File: src/rtl/vms_pkg.sv
// Shared constants, register indexes and types of the von Mises stress unit.
package vms_pkg;

	// Default values for the top level parameters.
	localparam int DEF_COMPONENT_WIDTH  = 24;
	localparam int DEF_FACTOR_FRAC_BITS = 16;

	// Fixed field widths of the register and result beats.
	localparam int FACTOR_WIDTH    = 17;
	localparam int TOL_WIDTH       = 24;
	localparam int EQ_WIDTH        = 25;
	localparam int RED_WIDTH       = 26;
	localparam int CFG_INDEX_WIDTH = 8;
	localparam int CFG_DATA_WIDTH  = 24;

	// Register indexes on the configuration channel.
	localparam logic [CFG_INDEX_WIDTH-1:0] REG_REDUCE_FACTOR = CFG_INDEX_WIDTH'(0);
	localparam logic [CFG_INDEX_WIDTH-1:0] REG_SHEAR_TOL     = CFG_INDEX_WIDTH'(1);

	// Register reset values.
	localparam logic [FACTOR_WIDTH-1:0] FACTOR_RESET = FACTOR_WIDTH'(65536);
	localparam logic [TOL_WIDTH-1:0]    TOL_RESET    = TOL_WIDTH'(1);

	// Control bits that travel with every pipeline stage.
	typedef struct packed {
		logic valid;
		logic is_diagonal;
	} ctl_t;

endpackage

File: src/rtl/vms_scale.sv
// Output stage: scales the root by the reduce factor and holds the result beat.
module vms_scale #(
	parameter int COMPONENT_WIDTH  = vms_pkg::DEF_COMPONENT_WIDTH,
	parameter int FACTOR_FRAC_BITS = vms_pkg::DEF_FACTOR_FRAC_BITS,
	localparam int RW = COMPONENT_WIDTH + 1,
	localparam int PW = COMPONENT_WIDTH + 1 + vms_pkg::FACTOR_WIDTH
) (
	input  logic                               clk,
	input  logic                               arst_n,
	input  logic                               adv,
	input  logic [RW-1:0]                      root,
	input  vms_pkg::ctl_t                      ctl_in,
	input  logic [vms_pkg::FACTOR_WIDTH-1:0]   reduce_factor_q16,
	output logic [vms_pkg::EQ_WIDTH-1:0]       equivalent_stress,
	output logic [vms_pkg::RED_WIDTH-1:0]      reduced_stress,
	output vms_pkg::ctl_t                      ctl_out
);

	logic [PW-1:0]                     product;
	logic [vms_pkg::EQ_WIDTH-1:0]      equiv_s1;
	logic [vms_pkg::RED_WIDTH-1:0]     reduced_s1;
	vms_pkg::ctl_t                     ctl_s1;

	// Full root times the Q factor, truncated by the fraction bits.
	assign product = PW'(root) * PW'(reduce_factor_q16);

	always_ff @(posedge clk or negedge arst_n) begin
		if (!arst_n) begin
			ctl_s1 <= '0;
		end else if (adv) begin
			ctl_s1 <= ctl_in;
		end
	end

	always_ff @(posedge clk) begin
		if (adv) begin
			equiv_s1   <= vms_pkg::EQ_WIDTH'(root);
			reduced_s1 <= vms_pkg::RED_WIDTH'(product >> FACTOR_FRAC_BITS);
		end
	end

	assign equivalent_stress = equiv_s1;
	assign reduced_stress    = reduced_s1;
	assign ctl_out           = ctl_s1;

endmodule

File: config.mk
export PLATFORM = sky130hd
export DESIGN_NAME = vms_scale
export DESIGN_NICKNAME = d
export VERILOG_FILES = /design/src/rtl/vms_pkg.sv /design/src/rtl/vms_scale.sv
export SDC_FILE = /design/constraint.sdc
export NUM_CORES = 1
export LEC_CHECK = 0
export BUFFER_PORTS_ARGS = -buffer_cell sky130_fd_sc_hd__buf_2
export CAP_MARGIN = 10
export CORE_AREA = 2 2 156 173
export DETAILED_ROUTE_END_ITERATION = 12
export DIE_AREA = 0 0 158 175
export GPL_TIMING_DRIVEN = 0
export HOLD_SLACK_MARGIN = 0.12
export PLACE_DENSITY = 0.84
export SETUP_SLACK_MARGIN = 0.1
export SYNTH_ARGS = -nofsm -noshare
export SYNTH_HDL_FRONTEND = slang
export SYNTH_SLANG_ARGS = --single-unit
File: constraint.sdc
create_clock -name clk -period 0.8 [get_ports clk]
set_input_delay 0.04 -clock clk [delete_from_list [all_inputs] [get_ports clk]]
set_output_delay 0.04 -clock clk [all_outputs]
set_load 0.02 [all_outputs]
Yosys cells after proc, flatten, opt, wreduce, memory -nomap -nowiden

Cells that the tools add are included.

$mul: 1

Operators with widths:

| operator                     | count |
|---|---|
| multiplier 25 x 17 -> 42 bit | 1 |

Bits in registers: 53
Input bits: 47
Logic and storage cells: 5

Logic depth before layout (Yosys ltp)

Depth after elaboration: 1
Depth in mapped cells: 24
Depth with buffers taken out: 22

Worst setup path before layout

OpenSTA, ideal clock, no wires.

Kind: input to register
From: input root[21]
To: register reduced_s1 (netlist bit reduced_stress[22]), data pin
Setup time: 258 ps
Arrival time: 5478 ps
Required time: 542 ps
Slack: -4936 ps
Cell stages on the path: 22
Cell sequence: clkbuf_1 > clkbuf_1 > nand2_1 > fa_1 > fa_1 > fa_1 > inv_1 > fa_1 > fa_1 > inv_1 > fa_1 > inv_1 > ha_1 > clkbuf_1 > a21oi_1 > o21ai_0 > a2111oi_1 > o311ai_1 > o211ai_1 > a21oi_1 > a21oi_1 > xnor2_1

Cells in the longest elaborated chain, start to end: 1

Ends and longest elaborated chain:

| what                         | RTL line        | source |
|---|---|---|
| from (decl)                  | vms_scale.sv:11 | `input logic [RW-1:0] root,` |
| multiplier 25 x 17 -> 42 bit | vms_scale.sv:25 | `assign product = PW'(root) * PW'(reduce_factor_q16);` |
| net product[38]              | vms_scale.sv:19 | `logic [PW-1:0] product;` |
| to (signal assigned)         | vms_scale.sv:38 | `reduced_s1 <= vms_pkg::RED_WIDTH'(product >> FACTOR_FRAC_BITS);` |
| to (decl)                    | vms_scale.sv:21 | `logic [vms_pkg::RED_WIDTH-1:0] reduced_s1;` |

The timed path passes the listed nets, and every way through them passes these cells.
A chain may end at the register's enable or synchronous reset.

Final worst setup path

From: input reduce_factor_q16[14] in the netlist's numbering
To: register reduced_s1 (netlist bit reduced_stress[22]), data pin

Cells in the longest elaborated chain, start to end: 1

Ends and longest elaborated chain:

| what                         | RTL line        | source |
|---|---|---|
| from (decl)                  | vms_scale.sv:13 | `input logic [vms_pkg::FACTOR_WIDTH-1:0] reduce_factor_q16,` |
| multiplier 25 x 17 -> 42 bit | vms_scale.sv:25 |  |
| net product[38]              | vms_scale.sv:19 |  |

The timed path passes the listed nets, and every way through them passes these cells.

==> impl_metrics.toml <==
[grt]
grt_overflow = 0
grt_pass1_vias = 13400
grt_usage_pct = 33.0
antenna_found_initial = 1
grt_first_pass_wirelength_um = 68700
grt_max_degree = 54

[sta]
setup_violations = 79
fin_skew_ns = 0
rsz0062_at_grt = "yes"
finalHoldViolations = 2
setup-tns-final_ns = -121.89
setup_ws_ns = -4.76
finalCritPeriodShare_pct = 695
tightest_slew_ns = 0.692
max-slew-margin-rel_pct = 53.9
hold_ws_ns = -0.0362
fin_crit_ns = 5.56
drv_slew = 0
fmax_mhz = 180

[worst_setup_path]
crit_buf_inv = 9
cp_data_arrival_time_ns = 5.64
regToRegSetupSlack_ns = 0.02
startpoint_type = "primary input"
startpoint = "reduce_factor_q16[14]"
crit_slowest_cell = "fa_1"
worstReg2RegStart = "ctl_out[0]"
worstPathMaxFanout = 7
cp_slowest_stage_delay_ns = 0.56
cpLargestDelayFamily = "adder cells"
cp_common_cell = "fa_1"
end_kind = "register"
crit_chain = "buf_2 -> clkbuf_8 -> buf_12 -> and2_1 -> fa_1 -> inv_1 -> fa_1 -> fa_1 -> fa_1 -> inv_1 -> fa_1 -> inv_1 -> fa_1 -> inv_1 -> ha_4 -> nand2_4 -> nor3_4 -> inv_2 -> a311oi_4 -> o211ai_1 -> buf_4 -> a21oi_4 -> a21oi_2 -> xnor2_1"
cp.required_ns = 0.88
rr_endpoint = "ctl_out[0]"
endpoint = "reduced_stress[22]"
reg2reg_depth = 1
cp.depth = 24
critical_path_class = "primary input to register"

[floorplanning]
dieArea_um2 = 27700
initial_core_util_pct = 57.1
rows = 62
die_h_um = 175
dieWidth_um = 158
io_pins = 100
coreArea_um2 = 25900

[clock_network]
tritoncts = "built"
clk_pin_slew_ns = 0.09
cts.path.max_buffers = 2
htreeDepth = 2
clkLatencyLatePin_ns = 0.31
numCtsBuffers = 5
cts-root-buf = "clkbuf_16"
cts_sinks = 53

[logic_synthesis]
synthFlopType = "edfxtp_1"
synth_top_area_cell = "fa_1"
synth_edf_count = 51
ys_async_sr_fraction_pct = 3.77
synth.cell_area_um2 = 14800
syn-num-nets = 2083
syn_area_per_cell_um2 = 9.37
synthCells = 1580
ys_ff_latch = 53
ys_warn_count = 0
yosysUniqueCellTypes = 49
ys_top_cells_by_area = "fa_1 46%, inv_1 11%, edfxtp_1 10%"
synth_seq_area_share_pct = 10.7
netlist.area_leader.share_pct = 46.3

[cells_and_area]
postLayoutCellArea_um2 = 18700
seq_area_um2 = 1580
antenna_cells = 0
fillers = 1738
final_cell_mix = "408 x inv_1, 324 x fa_1, 257 x nand2_1, 153 x and2_1, 94 x ha_1"
drive_gt1_share_pct = 20.7
fin_nets = 2282
fin_util_pct = 72.0
layout_commonest_cell = "inv_1"
area_growth_pct = 26.1
multiInputGateArea_um2 = 12100

[hold_path]
holdCritPathClass = "primary input to register"

[routing]
postRouteAntennaNets = 0
wl_per_cell_um = 20.8
drtIter0Drc = 1003
drc = 0
routed_wl_um = 44500
via_per_inst = 5.63
via_count = 12000
first_pass_iters = 6

[placement]
gp_congestion = 0.982
portBuffers = 98
pre_cts_slack_ns = -5.86
place_area_um2 = 16200
place_hpwl_um = 32800

[outcome]
violations = "negative hold slack, negative setup slack"
status = "complete, but fails checks"

[job]
cap_violations = 0
per-stage QoR:
| stage | hold slack (ns) | std cells |
|---|---|---|
| 5_1_grt | -0.0390 | 2132 |
| 2_1_floorplan | -0.256 | 1580 |
| 6_report | -0.0362 | 2132 |
| 4_1_cts | -0.0393 | 2104 |
| 3_5_place_dp | -0.174 | 2030 |
| 3_3_place_gp | -0.175 | 2030 |
sequential cells by signal, indices dropped and copies added (netlist names):
name,cells
reduced_stress,26
equivalent_stress,25
ctl_out,2
cell families after synthesis:
| group | count (synthesis) | share of synthesized area [%] |
|---|---|---|
| fa+ha+maj | 456 | 55.9 |
| mux | 2 | 0.152 |
| simple gates | 467 | 15.2 |
| compound gates | 85 | 4.02 |
| flops | 53 | 10.7 |
| xor+xnor | 29 | 1.72 |
| buf+inv | 488 | 12.4 |
synth_stat cells (all sizes together), types with 3 or more instances:
cell	count
a221oi	3
nand4	5
clkbuf	63
nor3	4
edfxtp	51
o21ai	11
xor2	13
xnor2	16
and2	168
o21a	5
fa	342
a211oi	3
o211ai	4
ha	114
and3	6
a21o	16
inv	425
a21oi	29
nand3	4
nand2	265
nor2	7
worst min path at each step:
| stage | start | end | slack [ns] | depth (start not counted) |
|---|---|---|---|---|
| CTS | ctl_in[1] | ctl_out[1] | -0.04 | 2 |
| global placement | arst_n | ctl_out[1] | -0.18 | 1 |
| finish | ctl_in[1] | ctl_out[1] | -0.04 | 2 |
| global route | ctl_in[0] | ctl_out[0] | -0.04 | 2 |
| detailed placement | arst_n | ctl_out[0] | -0.17 | 1 |
| floorplan | arst_n | ctl_out[0] | -0.26 | 0 |
cell type report:
class	count	share of cell area, %
well taps	352	2.36
flip-flops and latches	53	8.49
clock inverters	3	0.134
multi-input cells	1039	64.9
repair buffers	192	9.55
inverters	425	8.55
clock buffers	5	0.671
plain buffers	63	5.36
timing repair:
| action | in CTS | in global routing |
|---|---|---|
| endpoints found under the hold margin | 29 | 7 |
| hold buffers | 22 | 2 |
| gates resized for setup | 242 | 149 |
| buffers inserted | 44 | 28 |
| cloned | 0 | 1 |
| pin swaps | 53 | 53 |
| endpoints found under the setup margin | 132 | 97 |
routing by layer:
metal,track usage [%],share of wire (%)
met5,0,0.029
met4,22.0,7.7
met3,7.24,9.0
met2,56.4,50
met1,36.8,33
Power is not shown: default switching activity piles up to over one toggle a cycle in this logic, so the estimate is an artifact.
