### src/rtl/vms_pkg.sv
// Shared constants, register indexes and types of the von Mises stress unit.
package vms_pkg;

	// Default values for the top level parameters.
	localparam int DEF_COMPONENT_WIDTH  = 24;
	localparam int DEF_FACTOR_FRAC_BITS = 16;

	// Fixed field widths of the register and result beats.
	localparam int FACTOR_WIDTH    = 17;
	localparam int TOL_WIDTH       = 24;
	localparam int EQ_WIDTH        = 25;
	localparam int RED_WIDTH       = 26;
	localparam int CFG_INDEX_WIDTH = 8;
	localparam int CFG_DATA_WIDTH  = 24;

	// Register indexes on the configuration channel.
	localparam logic [CFG_INDEX_WIDTH-1:0] REG_REDUCE_FACTOR = CFG_INDEX_WIDTH'(0);
	localparam logic [CFG_INDEX_WIDTH-1:0] REG_SHEAR_TOL     = CFG_INDEX_WIDTH'(1);

	// Register reset values.
	localparam logic [FACTOR_WIDTH-1:0] FACTOR_RESET = FACTOR_WIDTH'(65536);
	localparam logic [TOL_WIDTH-1:0]    TOL_RESET    = TOL_WIDTH'(1);

	// Control bits that travel with every pipeline stage.
	typedef struct packed {
		logic valid;
		logic is_diagonal;
	} ctl_t;

endpackage

### src/rtl/vms_sqrt.sv
// Pipelined restoring square root: one root bit per stage.
module vms_sqrt #(
	parameter int COMPONENT_WIDTH = vms_pkg::DEF_COMPONENT_WIDTH,
	localparam int AW = 2 * COMPONENT_WIDTH + 2,
	localparam int RW = COMPONENT_WIDTH + 1
) (
	input  logic            clk,
	input  logic            arst_n,
	input  logic            adv,
	input  logic [AW-1:0]   radicand,
	input  vms_pkg::ctl_t   ctl_in,
	output logic [RW-1:0]   root,
	output vms_pkg::ctl_t   ctl_out
);

	logic [AW-1:0]  rem_in [RW];
	logic [RW-1:0]  root_in [RW];
	vms_pkg::ctl_t  ctl_in_k [RW];

	logic [AW-1:0]  rem_s [RW];
	logic [RW-1:0]  root_s [RW];
	vms_pkg::ctl_t  ctl_s [RW];

	for (genvar k = 0; k < RW; k++) begin : g_stage
		localparam int B = RW - 1 - k;

		logic [AW-1:0] trial;
		logic          take;

		// Stage inputs come from the radicand or from the previous stage.
		if (k == 0) begin : g_first
			assign rem_in[k]   = radicand;
			assign root_in[k]  = '0;
			assign ctl_in_k[k] = ctl_in;
		end else begin : g_next
			assign rem_in[k]   = rem_s[k-1];
			assign root_in[k]  = root_s[k-1];
			assign ctl_in_k[k] = ctl_s[k-1];
		end

		// Setting bit B grows the square by root*2^(B+1) + 2^(2B).
		assign trial = (AW'(root_in[k]) << (B + 1)) | (AW'(1) << (2 * B));
		assign take  = rem_in[k] >= trial;

		always_ff @(posedge clk or negedge arst_n) begin
			if (!arst_n) begin
				ctl_s[k] <= '0;
			end else if (adv) begin
				ctl_s[k] <= ctl_in_k[k];
			end
		end

		always_ff @(posedge clk) begin
			if (adv) begin
				rem_s[k]  <= take ? (rem_in[k] - trial) : rem_in[k];
				root_s[k] <= take ? (root_in[k] | (RW'(1) << B)) : root_in[k];
			end
		end
	end

	assign root    = root_s[RW-1];
	assign ctl_out = ctl_s[RW-1];

`ifndef SYNTH
	// The final remainder of a floor square root never exceeds twice the root.
	a_rem_bound: assert property (@(posedge clk) disable iff (!arst_n)
		ctl_s[RW-1].valid |-> rem_s[RW-1] <= (AW'(root_s[RW-1]) << 1))
		else $error("square root remainder out of range");

	// After the top bit the remainder stays below the step to the next larger root.
	a_root_msb: assert property (@(posedge clk) disable iff (!arst_n)
		ctl_s[0].valid |->
		(rem_s[0] < ((AW'(root_s[0]) << RW) + (AW'(1) << (2 * RW - 2)))))
		else $error("square root first stage remainder out of range");
`endif

endmodule

### config.mk
export PLATFORM = sky130hd
export DESIGN_NAME = vms_sqrt
export DESIGN_NICKNAME = d
export VERILOG_FILES = /design/src/rtl/vms_pkg.sv /design/src/rtl/vms_sqrt.sv
export SDC_FILE = /design/constraint.sdc
export NUM_CORES = 2
export LEC_CHECK = 0
export ABC_AREA = 0
export BUFFER_PORTS_ARGS = -buffer_cell sky130_fd_sc_hd__clkbuf_2
export CORE_ASPECT_RATIO = 0.6
export CORE_MARGIN = 5
export CORE_UTILIZATION = 45
export DETAILED_ROUTE_END_ITERATION = 8
export PLACE_DENSITY = 0.57
export SLEW_MARGIN = 25
export SYNTH_ARGS = -nofsm -noshare
export SYNTH_HDL_FRONTEND = slang
export SYNTH_SLANG_ARGS = --single-unit
### constraint.sdc
create_clock -name clk -period 4.65 [get_ports clk]
set_input_delay 0.465 -clock clk [delete_from_list [all_inputs] [get_ports clk]]
set_output_delay 0.465 -clock clk [all_outputs]
set_load 0.05 [all_outputs]
# [Word level (Yosys, flattened, before mapping)]
# Memory sizes are Yosys's and may differ from the RTL's.
# Index checks and enable logic that the tools add are counted.
[word_totals] ff_bits=50 mem_bits_rw=1875 inputBits=55 output_inout_bits=27 elab_cells=154 mem_count=2
[memory_table] name="rem_s" depth=25 width=50 read_ports=24 rd_ports_with_merged_regs=0 wr=25 line_no="vms_sqrt.sv:20" text="logic [AW-1:0] rem_s [RW];"
[memory_table] name="root_s" depth=25 width=25 read_ports=25 rd_ports_with_merged_regs=0 wr=25 line_no="vms_sqrt.sv:21" text="logic [RW-1:0] root_s [RW];"
[op_classes] n_addsub=25 magnitude_cmp=25 n_mux=52
[op_table] cell="$mux W50" count=25
[op_table] cell="$ge A50 B26 Y1" count=1
[op_table] cell="$ge A50 B27 Y1" count=1
[op_table] cell="$ge A50 B28 Y1" count=1
[op_table] cell="$ge A50 B29 Y1" count=1
[op_table] cell="$ge A50 B30 Y1" count=1
[op_table] cell="$ge A50 B31 Y1" count=1
[op_table] cell="$ge A50 B32 Y1" count=1
[op_table] cell="$ge A50 B33 Y1" count=1
[op_table] cell="$ge A50 B34 Y1" count=1
[op_table] cell="$ge A50 B35 Y1" count=1
[op_table] cell="$ge A50 B36 Y1" count=1
[op_table] cell="$ge A50 B37 Y1" count=1
[op_table] cell="$ge A50 B38 Y1" count=1
[op_table] cell="$ge A50 B39 Y1" count=1
[op_table] cell="$ge A50 B40 Y1" count=1
[op_table] cell="$ge A50 B41 Y1" count=1
[op_table] cell="$ge A50 B42 Y1" count=1
[op_table] cell="$ge A50 B43 Y1" count=1
[op_table] cell="$ge A50 B44 Y1" count=1
[op_table] cell="$ge A50 B45 Y1" count=1
[op_table] cell="$ge A50 B46 Y1" count=1
[op_table] cell="$ge A50 B47 Y1" count=1
[op_table] cell="$ge A50 B48 Y1" count=1
[op_table] cell="52 further kinds" count=54

# [Logic depth before layout (Yosys ltp)]
# An unclocked memory read counts as a cell.
[depth] ltp_word=3 depth_mapped=14 ltp_nobuf=13

# [Least setup slack after synthesis]
# OpenSTA, ideal clock, no wires.
[synth_path] path_kind="reg2reg" from="mem rem_s[2][66] in the netlist's numbering" to="mem rem_s[2][141] in the netlist's numbering (data pin)" arrival_ns=2.993 required_time_ns=4.379 slack_ns=1.385 stages_incl_launch_ff=11 path_buffers=0 synth_period_minus_slack_ns=3.265 path_cell_list="edfxtp_1 -> ha_1 -> or3_1 -> o22ai_1 -> a2111oi_0 -> or3_1 -> o31a_1 -> and3_1 -> a2111o_1 -> nor4_1 -> xor2_1"
[synth_lines] item="from (decl)" line_no="vms_sqrt.sv:20"

==> results <==
- The clock tree from TritonCTS is yes.
- The clock tree root buffer cell is sky130_fd_sc_hd__clkbuf_16.
- After the flow finishes, the layout carries non-filler instances totaling about 8300.
- The number of global-route vias before repair came to approximately 43000.
- The core region is around 160000 µm².
- The initial antenna violation count is 8.
- Adding up every negative setup slack in the final design gives 0 ns.
- The commonest register cell after synthesis is sky130_fd_sc_hd__edfxtp_1.
- Pin placement for this block handled 82 I/O pins.
- The average wire length per cell after detail routing is 22.7 µm.
- The clock period could shrink to around 4.2 ns.
- The final critical-path share of the clock period is 90.0%.
- For this block, the via count after detailed routing is ~47000.
- In the routed design, unresolved DRC markers number 0.
- At the worst endpoint, the required time is just over 5 ns.
- The via-per-instance ratio is between 5 and 6.
- After synthesis, the largest family of logic cells by area is simple AND/OR/NAND/NOR gates.
- The minimum setup slack among reg-to-reg paths is 0.46 ns.
- The proportion of synthesized area in mux cells is 1.76%.
- The number of clock buffers added by TritonCTS is about 160.
- Counting every instance in the synthesized netlist gives between 5000 and 6000.
- The count of nets after finishing is 6457.
- At the pin with the least slew margin, the transition time is roughly 1.1 ns.
- The filler cells instantiated in the layout total 14000.
- The count of yosys warnings during synthesis is 0.
- Data on the critical path arrives at its endpoint at between 4 and 5 ns.
- By area the synthesized netlist is led by sky130_fd_sc_hd__edfxtp_1, sky130_fd_sc_hd__ha_1, sky130_fd_sc_hd__xnor2_1.
- The share of the Yosys chip area taken by registers is 63.4%.
- Entering global routing, the biggest net connects 122 pins.
- The adder-cell share of the synthesized area is under 10%.
- The max-capacitance violation count is 0.
- In this run, synthesis inferred around 1500 flip-flops with an integrated enable.
- The number of input and output port buffers inserted is a little over 80.
- For this design the static power due to leakage is 31.6 nW.
- Power spread over the standard cell area amounts to 482 nW/µm².
- A synthesized cell averages 12.9 µm².
- The weighted congestion at the end of routability-driven global placement is 0.954.
- The height of the chip is between 300 and 400 µm.
- Counting every net in the synthesized netlist gives 6150.
- The routing usage on met2 is about 23%.
- The total placed cells including tap cells is approximately 8000.
- The total half-perimeter wirelength after legalization and detailed placement is around 140000 µm.
- VDD sags by at most about 0.29 mV.
- Of all flip-flops after synthesis, the portion carrying an async set or reset was under 10%.
- The clock passes through at most 4 buffers.
- The initial standard-cell utilization of the core is about 45%.
- The CTS H-tree depth is 4.
- The xor and xnor area share after synthesis is under 10%.
- The first global-routing pass estimated 282000 µm of wire.
- After global routing the overflow that remains totals 0.
- The global-route met3 utilization is 8.08%.
- The clock drives between 1500 and 2000 sinks.
- The worst pin sits at a relative slew slack of 25.0%.
- The flow ran to the end, and the final reports show no timing, DRC or antenna violations.
- The class of the worst hold path is in2reg.
- The kind of critical path is reg2reg.
- The final antenna-violating net count is 0.
- The post-synthesis share of cell area spent on and, or, nand and nor gates is around 11%.
- In this run, distinct cell masters in the synthesized netlist total approximately 90.
- Wires add up to between 150000 and 200000 µm.
- The die area is 173000 µm².
- The fraction of the mapped netlist area in compound gates is between 8 and 9%.
- In the global route stage, met1 resource usage came out at 38.6%.
- The clock insertion delay at the later pin of the skew report is 0.81 ns.
- The clock-pin slew of the registers on the worst-case setup and hold paths is 0.06 ns.
- The utilization after layout is 51.0%.
- The routing layer with the top usage in global route is met1.
- The length of the first detailed-routing pass in iterations is 6.
- The worst setup path is captured at a flip-flop.
- The count of final hold-check violations came to 0.
- The final setup violation count is 0.
- The fraction of final layout cells with drive strength greater than 1 is a little under a tenth.
- The synthesized design contains roughly 1600 register bits.
- The number of standard-cell rows in the floorplan is about 120.
- The clock arrives with just over 0.06 ns of skew.
- Summing every instance area after synthesis gives 74200 µm².
- The layout overhead on the synthesized area is 12.6%.
- The maximum fanout count along the critical path is 30.
- The cell type contributing the most total cell area after synthesis is sky130_fd_sc_hd__edfxtp_1.
- The fmax is 239 MHz.
- The global-route usage over all layers is 21.4%.
- The startpoint class of the critical path is a flip-flop.
- The first-iteration detailed-routing DRC count is ~5800.
- The die is approximately 530 µm wide.
- In this run the biggest area consumer among cell types represents about three fifths of the synthesized area.
- Setup repair after global routing left no endpoint under its margin.
- The count of final max-slew check failures is 0.
==> worst max-delay path, stage by stage, from the launching register on <==
cell and delay (ns):
sky130_fd_sc_hd__edfxtp_1 0.44, sky130_fd_sc_hd__or4_1 0.57, sky130_fd_sc_hd__or3_1 0.37, sky130_fd_sc_hd__nor3_1 0.80, sky130_fd_sc_hd__o31ai_1 0.42, sky130_fd_sc_hd__or4_1 0.63
sky130_fd_sc_hd__buf_4 0.28, sky130_fd_sc_hd__mux2_1 0.36
==> worst paths after layout <==
check,startpoint,endpoint,depth (start not counted)
max,rem_s[1][392],rem_s[2][20],7
min,adv,ctl_in_k[16],2
max reg2reg,rem_s[1][392],rem_s[2][20],7
min reg2reg,rem_s[2][10],rem_s[2][60],0
max in group asynchronous,arst_n,ctl_in_k[9],3
min in group asynchronous,arst_n,ctl_in_k[21],3
==> cell usage in the layout (no fill, tap or decap), drive strengths merged, types with 30 or more instances in the layout <==
cell,netlist,final
ha,346,346
mux2,106,106
nor2b,50,50
clkinv,0,46
clkbuf,76,292
nand4,78,78
a21oi,347,347
o21a,69,69
dfrtp,50,50
nor2,382,382
nand2b,73,73
o21ai,254,254
xnor2,281,281
a31oi,30,30
nor4,192,192
or4,47,47
o31ai,32,32
or3,52,52
a21o,108,108
edfxtp,1525,1525
inv,437,442
nor3,151,151
xor2,236,236
nand3,74,74
nand2,323,323
dlygate4sd3,0,54
buf,19,103
==> final cells by class <==
cell class | count | area [µm²] | share of cell area, %
sequential | 1575 | 47000 | 56.3
clock inverter | 70 | 714 | 0.855
tap | 2164 | 2710 | 3.24
clock buffer | 212 | 4360 | 5.21
timing repair buffer | 237 | 1880 | 2.25
inverter | 437 | 1640 | 1.96
multi-input combinational | 3642 | 25200 | 30.2
antenna | 2 | 5.00 | 0.00599
==> layer usage <==
| layer | wire (µm) | vias to the layer above |
|---|---|---|
| met2 | 60100 | 1879 |
| met1 | 103000 | 23200 |
| met4 | 2660 | 4 |
| met5 | 178 | - |
| met3 | 23600 | 203 |
| li1 | - | 22200 |
==> where the power goes <==
part           internal [mW]  switching, mW  total [mW]
sequential              18.0           1.58        19.5
combinational           3.22           4.71        7.94
clock                   7.33           5.44        12.8
==> synth_stat cells, types with 28 or more instances <==
cell / count
sky130_fd_sc_hd__mux2_2: 95
sky130_fd_sc_hd__edfxtp_1: 1525
sky130_fd_sc_hd__nand2b_1: 73
sky130_fd_sc_hd__a21o_1: 108
sky130_fd_sc_hd__nand2_1: 323
sky130_fd_sc_hd__or3_1: 50
sky130_fd_sc_hd__dfrtp_1: 50
sky130_fd_sc_hd__ha_1: 346
sky130_fd_sc_hd__o21bai_1: 28
sky130_fd_sc_hd__nor3_1: 150
sky130_fd_sc_hd__nand4_1: 78
sky130_fd_sc_hd__nor2_1: 382
sky130_fd_sc_hd__xnor2_1: 281
sky130_fd_sc_hd__or4_1: 45
sky130_fd_sc_hd__a31oi_1: 30
sky130_fd_sc_hd__a21oi_1: 347
sky130_fd_sc_hd__nor2b_1: 50
sky130_fd_sc_hd__o21a_1: 69
sky130_fd_sc_hd__nor4_1: 189
sky130_fd_sc_hd__o21ai_0: 231
sky130_fd_sc_hd__xor2_1: 236
sky130_fd_sc_hd__inv_1: 433
sky130_fd_sc_hd__clkbuf_1: 76
sky130_fd_sc_hd__nand3_1: 74
sky130_fd_sc_hd__o31ai_1: 32
==> state kept, by name, summed over array words and instances (netlist names) <==
name	flops
root_s	325
ctl_in_k	48
rem_s	1200
ctl_out	2
==> stage by stage <==
stage / power, mW / hold WS [ns] / cell area, µm² / worst slack, ns
3_3_place_gp: 27.3 / 0.428 / 77900 / 0.586
5_1_grt: 42.1 / 0.249 / 83500 / 0.205
2_1_floorplan: 24.4 / 0.169 / 74200 / 1.39
6_report: 40.3 / 0.293 / 83500 / 0.465
4_1_cts: 40.3 / 0.212 / 83500 / 0.612
3_5_place_dp: 27.4 / 0.432 / 77900 / 0.626
==> repair_timing <==
item / in CTS / in global routing
resized for setup: 0 / 0
hold buffers: 54 / 0
buffers inserted: 0 / 0
endpoints found under the hold margin: 103 / 0
==> cell families (layout without fill, tap and decap cells) <==
family                   Yosys count  in the layout
adder cells (fa/ha/maj)          346            346
flip-flops                      1575           1575
XOR/XNOR                         517            517
buffers and inverters            532            956
AND/OR/NAND/NOR                 1611           1611
other                              0              2
multiplexers                     117            117
AO/OA/AOI/OAI                   1051           1051
(Power assumes the default switching activity.)
